File: src/design/pic_pkg.sv
package pic_pkg;

  localparam int unsigned CHAN_W = 8;
  localparam int unsigned IDX_W  = 8;
  localparam int unsigned RGB_W  = 3 * CHAN_W;

  localparam logic [CHAN_W-1:0] CHAN_ZERO = '0;
  localparam logic [CHAN_W-1:0] CHAN_FULL = '1;

  typedef enum logic [1:0] {
    REQ_LOAD    = 2'd0,
    REQ_CONVERT = 2'd1,
    REQ_CLEAR   = 2'd2,
    REQ_EXPAND  = 2'd3
  } req_kind_t;

  // one item as it travels down the cell row
  typedef struct packed {
    logic              valid;
    req_kind_t         kind;
    logic [IDX_W-1:0]  idx;
    logic [CHAN_W-1:0] red;
    logic [CHAN_W-1:0] green;
    logic [CHAN_W-1:0] blue;
    logic [CHAN_W-1:0] alpha;
    logic              found;
    logic [IDX_W-1:0]  hit;
  } pic_token_t;

endpackage

File: src/design/pic_out.sv
module pic_out import pic_pkg::*; (
  input  logic              clk,
  input  logic              rst,
  input  pic_token_t        tok_i,
  output logic              strobe,
  output logic [CHAN_W-1:0] out_red,
  output logic [CHAN_W-1:0] out_green,
  output logic [CHAN_W-1:0] out_blue,
  output logic [CHAN_W-1:0] out_alpha,
  output logic              missing,
  output logic              any_missing
);

  logic              strobe_next;
  logic              sticky_next;
  logic [CHAN_W-1:0] red_next;
  logic [CHAN_W-1:0] green_next;
  logic [CHAN_W-1:0] blue_next;
  logic [CHAN_W-1:0] alpha_next;
  logic              missing_next;

  always_comb begin
    strobe_next  = 1'b0;
    sticky_next  = any_missing;
    red_next     = tok_i.red;
    green_next   = tok_i.green;
    blue_next    = tok_i.blue;
    alpha_next   = tok_i.alpha;
    missing_next = 1'b0;
    case (tok_i.kind)
      REQ_CONVERT: begin
        strobe_next = tok_i.valid;
        if (tok_i.alpha == CHAN_ZERO) begin
          // transparent: pass through
        end else if (tok_i.found) begin
          red_next   = tok_i.hit;
          green_next = CHAN_ZERO;
          blue_next  = CHAN_ZERO;
        end else begin
          red_next     = CHAN_FULL;
          green_next   = CHAN_ZERO;
          blue_next    = CHAN_FULL;
          alpha_next   = CHAN_FULL;
          missing_next = 1'b1;
          if (tok_i.valid) begin
            sticky_next = 1'b1;
          end
        end
      end
      REQ_EXPAND: begin
        strobe_next = tok_i.valid;
        if (!tok_i.found) begin
          red_next     = CHAN_ZERO;
          green_next   = CHAN_ZERO;
          blue_next    = CHAN_ZERO;
          missing_next = 1'b1;
        end
      end
      REQ_CLEAR: begin
        if (tok_i.valid) begin
          sticky_next = 1'b0;
        end
      end
      default: ;
    endcase
  end

  always_ff @(posedge clk) begin
    if (rst) begin
      strobe      <= 1'b0;
      any_missing <= 1'b0;
    end else begin
      strobe      <= strobe_next;
      any_missing <= sticky_next;
    end
  end

  always_ff @(posedge clk) begin
    out_red   <= red_next;
    out_green <= green_next;
    out_blue  <= blue_next;
    out_alpha <= alpha_next;
    missing   <= missing_next;
  end

endmodule

File: config.mk
export PLATFORM = sky130hd
export DESIGN_NAME = pic_out
export DESIGN_NICKNAME = d
export VERILOG_FILES = /design/src/design/pic_pkg.sv /design/src/design/pic_out.sv
export SDC_FILE = /design/constraint.sdc
export NUM_CORES = 1
export LEC_CHECK = 0
export BUFFER_PORTS_ARGS = -buffer_cell sky130_fd_sc_hd__buf_2
export CORE_MARGIN = 2
export CORE_UTILIZATION = 37
export DETAILED_ROUTE_END_ITERATION = 7
export PLACE_DENSITY_LB_ADDON = 0.3
export SLEW_MARGIN = 30
export SYNTH_ARGS = -nofsm -noshare
export SYNTH_HDL_FRONTEND = slang
export SYNTH_SLANG_ARGS = --single-unit
File: constraint.sdc
create_clock -name clk -period 1.3 [get_ports clk]
set_input_delay 0.26 -clock clk [delete_from_list [all_inputs] [get_ports clk]]
set_output_delay 0.26 -clock clk [all_outputs]
set_load 0.01 [all_outputs]
==> flow_summary.ini <==
[synthesis]
synth.distinct_cells = 27
synthTopCellsByArea = dfxtp_1 53%, nand3b_1 9.1%, o221a_2 6.0%
yosysMostFrequentCell = dfxtp_1
synth_seq_area_share_pct = 52.9
yosys_warnings = 0
syn-num-nets = 175
ys_top_cells_by_count = 35 x dfxtp_1, 16 x nand3b_1, 10 x nand2_1
synthCells = 121
avgSynthCellArea_um2 = 10.9
synth_area_um2 = 1320
ys_ff_latch = 35
synth_ff_type = dfxtp_1
synth-edff-count = 0
yosys.area.top_type_share_pct = 52.9
post-synth-top-area-cell = dfxtp_1
async_flop_share_pct = 0

[sta]
rsz0062_at_grt = false
fmaxAchievable_mhz = 804
fin_worst_skew_ps = 0
setup_viol_count_final = 0
finalCritPeriodShare_pct = 95.7
period_needed_ps = 1240
setup_tns_ps = 0
tightest_slew_ps = 496
maxSlewHeadroom_pct = 66.8
fin_ws_ps = 55.6
hold_slack_ps = 91.7
hold_viol_final = 0
slew_violations = 0

[global_routing]
grt_pass1_vias = 1297
overflow = 0
track_usage_pct = 16.6
grt_pass1_wl_mm = 5.28
grt_max_degree = 18
antenna_found_initial = 0

[power]
total_power_mw = 2.24
p_clk_share_pct = 29.2
p_comb_share_pct = 18.2
ir_drop_uv = 555
power_leakage_nw = 0.935
power.internal_mw = 1.69
switching_share_pct = 24.5
p_seq_share_pct = 52.6
power_density_nw_per_um2 = 1130
switchingPower_mw = 0.548

[critical_path]
path_cells = buf_2 -> or4_4 -> o311ai_4 -> and2_1
required_ps = 1580
path_buf_inv = 1
slowest_delay_ps = 580
worst_setup_path_end_kind = register
crit_start = tok_i[9]
arrival_ps = 1520
path_max_fanout = 8
critPathSlowestCell = or4_4
reg2reg_from = any_missing$_SDFFE_PP0P_
cp-start-kind = primary input
cp_top_family = simple AND/OR/NAND/NOR gates
worstSetupPathType = primary input to register

[detailed_routing]
detail_route.wl_per_cell_um = 11.9
route.detailed.drc = 0
ant_nets = 0
drtIter0Drc = 26
dr.pass1.iters = 4
vias_per_cell = 4.82
dr_total_vias = 1281
wirelength_mm = 3.16

[run]
maxCapViolCount = 0

[clock_tree]
cts_tree = yes
cts_setup_buffers = 0
cts_root_buf = clkbuf_4
clock_sinks = 35
clk_latency_ps = 320
cts_made_buffers = 5
htreeDepth = 2
clkTransAtPathRegs_ps = 100
cts_buffer_depth = 2
post_cts_resized = 0
hold_buffers = 0

[final_layout]
nets = 273
fill_cells = 314
n_antenna_cell = 0
area_delta_synth_final_pct = 50.1
layout-drive-gt1-share_pct = 55.5
final_area_um2 = 1990

[die]
ios = 89
initial_core_util_pct = 39.1
fp.dieArea_um2 = 4070
core_area_um2 = 3390
rows = 21
die_x_um = 63.8
die_y_um = 63.8

[status]
status = finished, final reports clean

[place]
gp_congestion = 0.729
port_buffers = 80
dpl_cell_area_um2 = 1910
pre_cts_slack_ps = -346
dp_hpwl_mm = 2.61

[worst_hold_path]
min_path_type = primary input to register
min_from = rst
-- worst paths after layout --
| kind | depth (start not counted) | slack [ps] | endpoint |
|---|---|---|---|
| max | 4 | 60 | out_green[7]$_DFF_P_ |
| min | 2 | 90 | any_missing$_SDFFE_PP0P_ |
| max reg2reg | 2 | 720 | any_missing$_SDFFE_PP0P_ |
| min reg2reg | 2 | 460 | any_missing$_SDFFE_PP0P_ |
-- layout by cell type, fill, tap and decap left out, types with 2 or more instances in the layout --
cell,netlist,final
clkbuf_8,0,2
and2_1,8,8
nand2_1,10,10
nand3b_1,16,16
inv_1,3,3
o211ai_1,8,8
or4_4,2,2
nor4_2,0,2
a21oi_1,2,2
nor2b_1,2,2
o221a_2,7,7
clkbuf_4,0,5
buf_2,2,80
o21a_1,8,8
dfxtp_1,35,35
buf_4,0,16
-- final cells by class --
cell class | instances | area (um2) | area share (%)
flip-flops and latches | 35 | 701 | 35.3
multi-input cells | 77 | 604 | 30.4
repair buffers | 97 | 541 | 27.2
clock buffers | 7 | 65.1 | 3.27
well taps | 46 | 57.6 | 2.90
inverters | 3 | 11.3 | 0.567
clock inverters | 1 | 7.51 | 0.378
-- power groups by stage --
stage	combinational (mW)	sequential [mW]	clock (mW)
finish	0.408	1.18	0.655
CTS	0.413	1.18	0.685
detailed placement	0.412	1.20	0
global placement	0.400	1.20	0
floorplan	0.143	1.25	0
global route	0.446	1.19	0.740
-- flip-flops by register name, summed over array words and instances, names as in the netlist --
register	flops
out_alpha	8
out_blue	8
out_green	8
out_red	8
any_missing	1
missing	1
strobe	1
-- metal layers --
metal	track usage, %	wire (um)	share of wire, %
met1	17.1	1220	39
met2	29.7	1630	51
met3	7.39	267	8.4
met4	5.71	46	1.5
met5	0	0	0
-- metrics by stage --
stage / util [%] / std cells
after floorplan: - / 121
after global placement: 56.3 / 258
after detailed placement: 56.3 / 258
after CTS: 58.5 / 266
after global routing: 58.6 / 266
final: 58.6 / 266
-- kinds of logic (layout without fill, tap and decap cells) --
| family | count (synthesis) | in the layout | synth area share, % |
|---|---|---|---|
| compound gates | 32 | 32 | 22.1 |
| buf+inv | 9 | 108 | 2.74 |
| flops | 35 | 35 | 52.9 |
| simple gates | 45 | 45 | 22.2 |
No activity file was read; power rests on OpenSTA's default activity.
