### src/design/pic_pkg.sv
package pic_pkg;

  localparam int unsigned CHAN_W = 8;
  localparam int unsigned IDX_W  = 8;
  localparam int unsigned RGB_W  = 3 * CHAN_W;

  localparam logic [CHAN_W-1:0] CHAN_ZERO = '0;
  localparam logic [CHAN_W-1:0] CHAN_FULL = '1;

  typedef enum logic [1:0] {
    REQ_LOAD    = 2'd0,
    REQ_CONVERT = 2'd1,
    REQ_CLEAR   = 2'd2,
    REQ_EXPAND  = 2'd3
  } req_kind_t;

  // one item as it travels down the cell row
  typedef struct packed {
    logic              valid;
    req_kind_t         kind;
    logic [IDX_W-1:0]  idx;
    logic [CHAN_W-1:0] red;
    logic [CHAN_W-1:0] green;
    logic [CHAN_W-1:0] blue;
    logic [CHAN_W-1:0] alpha;
    logic              found;
    logic [IDX_W-1:0]  hit;
  } pic_token_t;

endpackage

### src/design/pic_cell.sv
module pic_cell import pic_pkg::*; #(
  parameter int unsigned CELL_INDEX = 0
) (
  input  logic       clk,
  input  logic       rst,
  input  pic_token_t tok_i,
  output pic_token_t tok_o
);

  localparam logic [IDX_W-1:0] SLOT = IDX_W'(CELL_INDEX);

  logic [RGB_W-1:0] color;
  logic             entry_valid;
  pic_token_t       tok_next;
  logic             slot_sel;
  logic             color_hit;

  assign slot_sel  = (tok_i.idx == SLOT);
  assign color_hit = entry_valid && (color == {tok_i.red, tok_i.green, tok_i.blue});

  always_comb begin
    tok_next = tok_i;
    case (tok_i.kind)
      REQ_CONVERT: begin
        // later cells overwrite, so the highest index wins
        if (color_hit) begin
          tok_next.found = 1'b1;
          tok_next.hit   = SLOT;
        end
      end
      REQ_EXPAND: begin
        if (slot_sel && entry_valid) begin
          tok_next.found = 1'b1;
          tok_next.red   = color[RGB_W-1 -: CHAN_W];
          tok_next.green = color[CHAN_W +: CHAN_W];
          tok_next.blue  = color[CHAN_W-1:0];
        end
      end
      default: ;
    endcase
  end

  always_ff @(posedge clk) begin
    if (rst) begin
      tok_o <= '0;
    end else begin
      tok_o <= tok_next;
    end
  end

  always_ff @(posedge clk) begin
    if (rst) begin
      entry_valid <= 1'b0;
    end else if (tok_i.valid) begin
      if (tok_i.kind == REQ_LOAD && slot_sel) begin
        entry_valid <= 1'b1;
      end else if (tok_i.kind == REQ_CLEAR) begin
        entry_valid <= 1'b0;
      end
    end
  end

  always_ff @(posedge clk) begin
    if (tok_i.valid && tok_i.kind == REQ_LOAD && slot_sel) begin
      color <= {tok_i.red, tok_i.green, tok_i.blue};
    end
  end

endmodule

### config.mk
export PLATFORM = sky130hd
export DESIGN_NAME = pic_cell
export DESIGN_NICKNAME = d
export VERILOG_FILES = /design/src/design/pic_pkg.sv /design/src/design/pic_cell.sv
export SDC_FILE = /design/constraint.sdc
export NUM_CORES = 1
export LEC_CHECK = 0
export ABC_AREA = 0
export ABC_CLOCK_PERIOD_IN_PS = 4510
export BUFFER_PORTS_ARGS = -buffer_cell sky130_fd_sc_hd__buf_4
export CORE_UTILIZATION = 52
export CTS_BUF_LIST = sky130_fd_sc_hd__clkbuf_16
export CTS_CLUSTER_SIZE = 28
export DETAILED_ROUTE_END_ITERATION = 12
export PLACE_DENSITY = 0.84
export REMOVE_ABC_BUFFERS = 1
export SYNTH_ARGS = -nofsm -noshare
export SYNTH_HDL_FRONTEND = slang
export SYNTH_SLANG_ARGS = --single-unit
export TNS_END_PERCENT = 30
### constraint.sdc
create_clock -name clk -period 4.51 [get_ports clk]
set_input_delay 0.6765 -clock clk [delete_from_list [all_inputs] [get_ports clk]]
set_output_delay 0.6765 -clock clk [all_outputs]
set_load 0.02 [all_outputs]
==> results.toml, run 1 <==
[clock_network]
path_clk_slew_ns = 0.05
postCtsSetupBuffers = 0
root_buffer = "clkbuf_16"
cts_resized = 0
postCtsHoldBufs = 0
cts_max_level = 3
cts_tree = "yes"
clkSinkCount = 77
insertion_delay_ns = 0.33
cts_made_buffers = 9
clockBufferDepth = 2

[placement]
dp_hpwl_um = 3769
dp_cells = 380
placed_area_um2 = 3601
port_buffers = 105
routabilityCongestion = 0.6873

[final_layout]
final_layout_size_suffix_gt1_share_pct = 37.12
diodes = 0
nFillCells = 347
nets = 375
final_cell_mix = "105 x buf_4, 53 x dfxtp_1"
final_area_um2 = 3854
area_growth_pct = 39.24
final_cells = 396
layout_commonest_cell = "buf_4"

[detailed_routing]
drt_first_pass_iters = 4
drt-initial-drc-count = 110
wl_per_cell_um = 13.98
drcViolationCount = 0
detailroute.via_count = 1928
via_per_inst = 4.869
wirelength_um = 5537
ant_nets = 0

[synthesis]
netlist_area_um2 = 2768
avgSynthCellArea_um2 = 12.99
synth-seq-cells = 77
yosys.area.top_type = "dfxtp_1"
synthTopCellsByArea = "dfxtp_1 38%, edfxtp_1 26%, mux2i_1 8.7%"
ys_seq_area_share_pct = 64.38
yosysWarnings = 0
synth_top_area_share_pct = 38.34
synthCells = 213
synth_cell_types = 22

[floorplanning]
initial_utilization_pct = 54.19
core_um2 = 5107
dieArea_um2 = 5618
die_y_um = 74.96
io_pins = 106
dieWidth_um = 74.96
core.rowCount = 26

[setup_path]
crit_chain = "buf_4 > nor4_4 > nand3_1 > nor2_2"
critPathArrivalTime_ns = 2.30
crit_slowest_cell = "nor2_2"
crit_type = "in2reg"
start_kind = "input pin"
end_kind = "register"
worst-path-buf-inv = 1
path_delay_family = "simple AND/OR/NAND/NOR gates"
slowest_delay_ns = 0.93
critPathMaxFanout = 24
cp.required_ns = 4.44

[grt]
grt_max_degree = 55
grt_overflow = 0
antenna_found_initial = 0
track_usage_pct = 20.94
grt_pass1_wl_um = 8355
first_global_vias = 1775

[power_and_ir_drop]
seq_power_share_pct = 49.2
p_switching_mw = 0.3365
irDropWorstVdd_mv = 0.2314
power.total_mw = 1.516
power.leakage_nw = 1.771
p_clk_share_pct = 40.2
intPower_mw = 1.179
p_sw_share_pct = 22.20
comb_power_share_pct = 10.6
powerDensity_nw_per_um2 = 393.3

[sta]
setup_viol = 0
hold_slack_ns = 0.5248
skew_ns = 0.006298
hold_violations = 0
relSlewSlack_pct = 18.91
drv_slew = 0
fin_tns_setup_ns = 0
grt_setup_unrepaired = "no"
max_freq_mhz = 423.4
fin_crit_sh_pct = 52.37
tightest_slew_ns = 1.215
min_period_ns = 2.362

[run_status]
status = "completed"

[flow_run]
drv_cap = 0

[min_path]
hold_path_class = "reg2reg"
==> cells in the mapped netlist <==
cell       number
a21oi_1         8
a221oi_1        1
a31oi_1         1
and3_1          1
buf_6           2
clkbuf_1        6
dfxtp_1        53
edfxtp_1       24
inv_1           1
mux2i_1        24
nand2b_1        8
nand3_1         2
nand3_4         1
nand4_1         5
nand4b_1        1
nor2_1         25
nor2b_1        20
nor3_2          1
nor4_1          1
nor4_4          3
o2bb2ai_1       1
xnor2_1        24
==> worst paths after layout <==
| path | start | to | slack (ns) | cells past startpoint |
|---|---|---|---|---|
| worst min register to register | entry_valid | entry_valid | 0.52 | 2 |
| worst max register to register | color[21] | tok_o[4] | 2.87 | 4 |
| worst min-delay path | entry_valid | entry_valid | 0.52 | 2 |
| worst max-delay path | tok_i[48] | color[17] | 2.15 | 4 |
==> power groups by stage <==
stage,Sequential [mW],Combinational [mW],Clock [mW]
after floorplan,0.792,0.0330,0
after global placement,0.760,0.158,0
after detailed placement,0.760,0.162,0
after CTS,0.746,0.162,0.621
after global routing,0.748,0.175,0.653
final,0.746,0.161,0.609
==> through the flow <==
stage	setup slack (ns)	utilization, %
floorplan	1.902	-
global placement	1.805	70.50
detailed placement	1.811	70.50
CTS	2.126	75.45
global route	2.064	75.45
finish	2.148	75.45
==> cell type report <==
class | instances | area [um2] | area share, %
well taps | 70 | 87.58 | 2.273
repair buffers | 105 | 788.3 | 20.45
multi-input cells | 127 | 939.7 | 24.38
flip-flops and latches | 77 | 1782 | 46.23
clock inverters | 7 | 27.53 | 0.7143
clock buffers | 9 | 225.2 | 5.844
inverters | 1 | 3.754 | 0.09740
==> routing by layer <==
layer / vias to the layer above / track usage [%] / part of all wire [%]
met3: 15 / 7.229 / 6.1
met5: - / 0 / 0
li1: 945 / - / -
met1: 895 / 26.61 / 43
met4: 0 / 10.27 / 2.3
met2: 73 / 32.03 / 48
==> sequential cells by signal, indices dropped and copies added, names as in the netlist <==
name         cells
color           24
entry_valid      1
tok_o           52
==> cells by family after synthesis <==
group	share of synthesized area, %
flops	64.38
simple gates	15.28
xor+xnor	7.595
mux	8.680
compound gates	2.306
buf+inv	1.763
==> worst min-delay path, stage by stage, from the launching register on <==
cell and delay [ns]:
dfxtp_1 0.32, inv_1 0.07, a221oi_1 0.08
(Power assumes the default switching activity.)
==> run 2, diff against run 1 <==
--- a/config.mk
+++ b/config.mk
@@ -6,13 +6,13 @@
 export NUM_CORES = 1
 export LEC_CHECK = 0
 export ABC_AREA = 0
-export ABC_CLOCK_PERIOD_IN_PS = 4510
+export ABC_CLOCK_PERIOD_IN_PS = 2400
 export BUFFER_PORTS_ARGS = -buffer_cell sky130_fd_sc_hd__buf_4
-export CORE_UTILIZATION = 52
+export CORE_UTILIZATION = 48
 export CTS_BUF_LIST = sky130_fd_sc_hd__clkbuf_16
 export CTS_CLUSTER_SIZE = 28
 export DETAILED_ROUTE_END_ITERATION = 12
-export PLACE_DENSITY = 0.84
+export PLACE_DENSITY = 0.79
 export REMOVE_ABC_BUFFERS = 1
 export SYNTH_ARGS = -nofsm -noshare
 export SYNTH_HDL_FRONTEND = slang
==> constraint.sdc (replaced) <==
create_clock -name clk -period 2.4 [get_ports clk]
set_input_delay 0.36 -clock clk [delete_from_list [all_inputs] [get_ports clk]]
set_output_delay 0.36 -clock clk [all_outputs]
set_load 0.02 [all_outputs]
==> run 2 against run 1 <==
Register-to-register slack lost 2.2 ns. Final cell count grew 0.76%. Sequential power grew 88%. Clock power grew 120%. Sequential share of layout area shrank 0.65 points. Core utilization shrank 4.9 points. Global-route usage shrank 1.0 points. Total power grew 99%. Die area grew 8.1%. Critical endpoint is now tok_o[7]. Largest cell class unchanged.
==> results.toml, run 2 (synthesized netlist as in run 1, its figures left out) <==
[grt]
first_global_vias = 1940
antenna_found_initial = 0
track_usage_pct = 19.91
grt_max_degree = 55
grt_overflow = 0
grt_pass1_wl_um = 9114

[setup_path]
end_kind = "register"
crit_chain = "xnor2_1 > nand4_1 > nor4_4 > a21oi_1"
crit_slowest_cell = "nor4_4"
cp.required_ns = 2.58
crit_type = "reg2reg"
r2r_cells = 4
critPathArrivalTime_ns = 1.87
critPathMaxFanout = 9
slowest_delay_ns = 0.60
start_kind = "register"

[power_and_ir_drop]
seq_power_share_pct = 46.4
power.leakage_nw = 1.795
power.total_mw = 3.016
p_sw_share_pct = 21.97
comb_power_share_pct = 10.0
p_switching_mw = 0.6627
powerDensity_nw_per_um2 = 771.6
intPower_mw = 2.353
p_clk_share_pct = 43.6
irDropWorstVdd_mv = 0.4360

[final_layout]
largest_reg_flops = 52
utilization_pct = 70.55
multi_input_area_um2 = 939.7
final_cell_mix = "106 x buf_4, 53 x dfxtp_1"
regMostFlops = "tok_o"
area_growth_pct = 41.23
top_regs = "tok_o (52), color (24), entry_valid (1)"
nFillCells = 414
layout_commonest_cell = "buf_4"
final_layout_size_suffix_gt1_share_pct = 38.53
seq_area_um2 = 1782
diodes = 0
nets = 376

[placement]
dp_hpwl_um = 3828
port_buffers = 105
place_worst_setup_slack_ns = 0.5442
routabilityCongestion = 0.6998

[clock_network]
cts_tree = "yes"
clkSinkCount = 77
root_buffer = "clkbuf_16"
cts_resized = 0
insertion_delay_ns = 0.33
cts_made_buffers = 9
path_clk_slew_ns = 0.06
clockBufferDepth = 2
postCtsSetupBuffers = 0
cts_max_level = 3
postCtsHoldBufs = 0

[sta]
hold_violations = 0
finalWorstSetupSlack_ns = 0.7135
fin_tns_setup_ns = 0
min_period_ns = 1.687
tightest_slew_ns = 0.5572
hold_slack_ns = 0.2350
drv_slew = 0
max_freq_mhz = 592.9
setup_viol = 0
relSlewSlack_pct = 62.58
fin_crit_sh_pct = 70.27
grt_setup_unrepaired = "no"
skew_ns = 0.007173

[detailed_routing]
ant_nets = 0
via_per_inst = 4.737
detailroute.via_count = 1890
drt-initial-drc-count = 39
drcViolationCount = 0
wl_per_cell_um = 14.40
drt_first_pass_iters = 4
wirelength_um = 5747

[floorplanning]
core_um2 = 5540
initial_utilization_pct = 49.95
dieArea_um2 = 6074
dieWidth_um = 77.94
core.rowCount = 27
io_pins = 106
die_y_um = 77.94

[flow_run]
drv_cap = 0

[run_status]
status = "completed"

[min_path]
min_path_cells = 1
hold_path_class = "in2reg"
[run 2: cell count changes in the layout (fill, tap and decap cells not counted), sizes merged]
cell / before / now
clkbuf: 9 / 11
inv: 4 / 2
buf: 105 / 106
[run 2: final cells by class]
type | count | area share [%]
flip-flops and latches | 77 | 45.58
multi-input cells | 127 | 24.04
repair buffers | 106 | 20.36
clock buffers | 11 | 7.042
well taps | 72 | 2.305
clock inverters | 5 | 0.5762
inverters | 1 | 0.09603
[run 2: final timing paths]
check	start	slack, ns	to
worst min register to register	entry_valid	0.51	entry_valid
worst min-delay path	tok_i[23]	0.24	color[6]
worst max-delay path	color[3]	0.71	tok_o[7]
worst max register to register	color[3]	0.71	tok_o[7]
[run 2: metal layers]
layer  vias to the layer above  global-route usage (%)  routed length [um]
li1                        947                       -                   -
met1                       871                   23.37                2502
met2                        64                   34.78                2850
met3                         8                   5.412                 339
met4                         0                   7.222                  54
met5                         -                       0                   0
[run 2: power by group through the flow]
stage          logic [mW]  clock network, mW  registers [mW]
3_3_place_gp        0.295                  0            1.43
5_1_grt             0.323               1.39            1.40
3_5_place_dp        0.302                  0            1.43
4_1_cts             0.304               1.32            1.40
6_report            0.302               1.31            1.40
2_1_floorplan      0.0619                  0            1.49
[run 2: stage by stage]
step	cell area, um2	std cells
after floorplan	2723	205
after global placement	3611	383
after detailed placement	3611	383
after CTS	3909	399
after global routing	3909	399
final	3909	399
[run 2: critical path: cells and delay by family, from the launching register on]
family / cells / cell delay, ns
AND/OR/NAND/NOR: 2 / 0.80
flip-flops: 1 / 0.41
XOR/XNOR: 1 / 0.19
AO/OA/AOI/OAI: 1 / 0.14
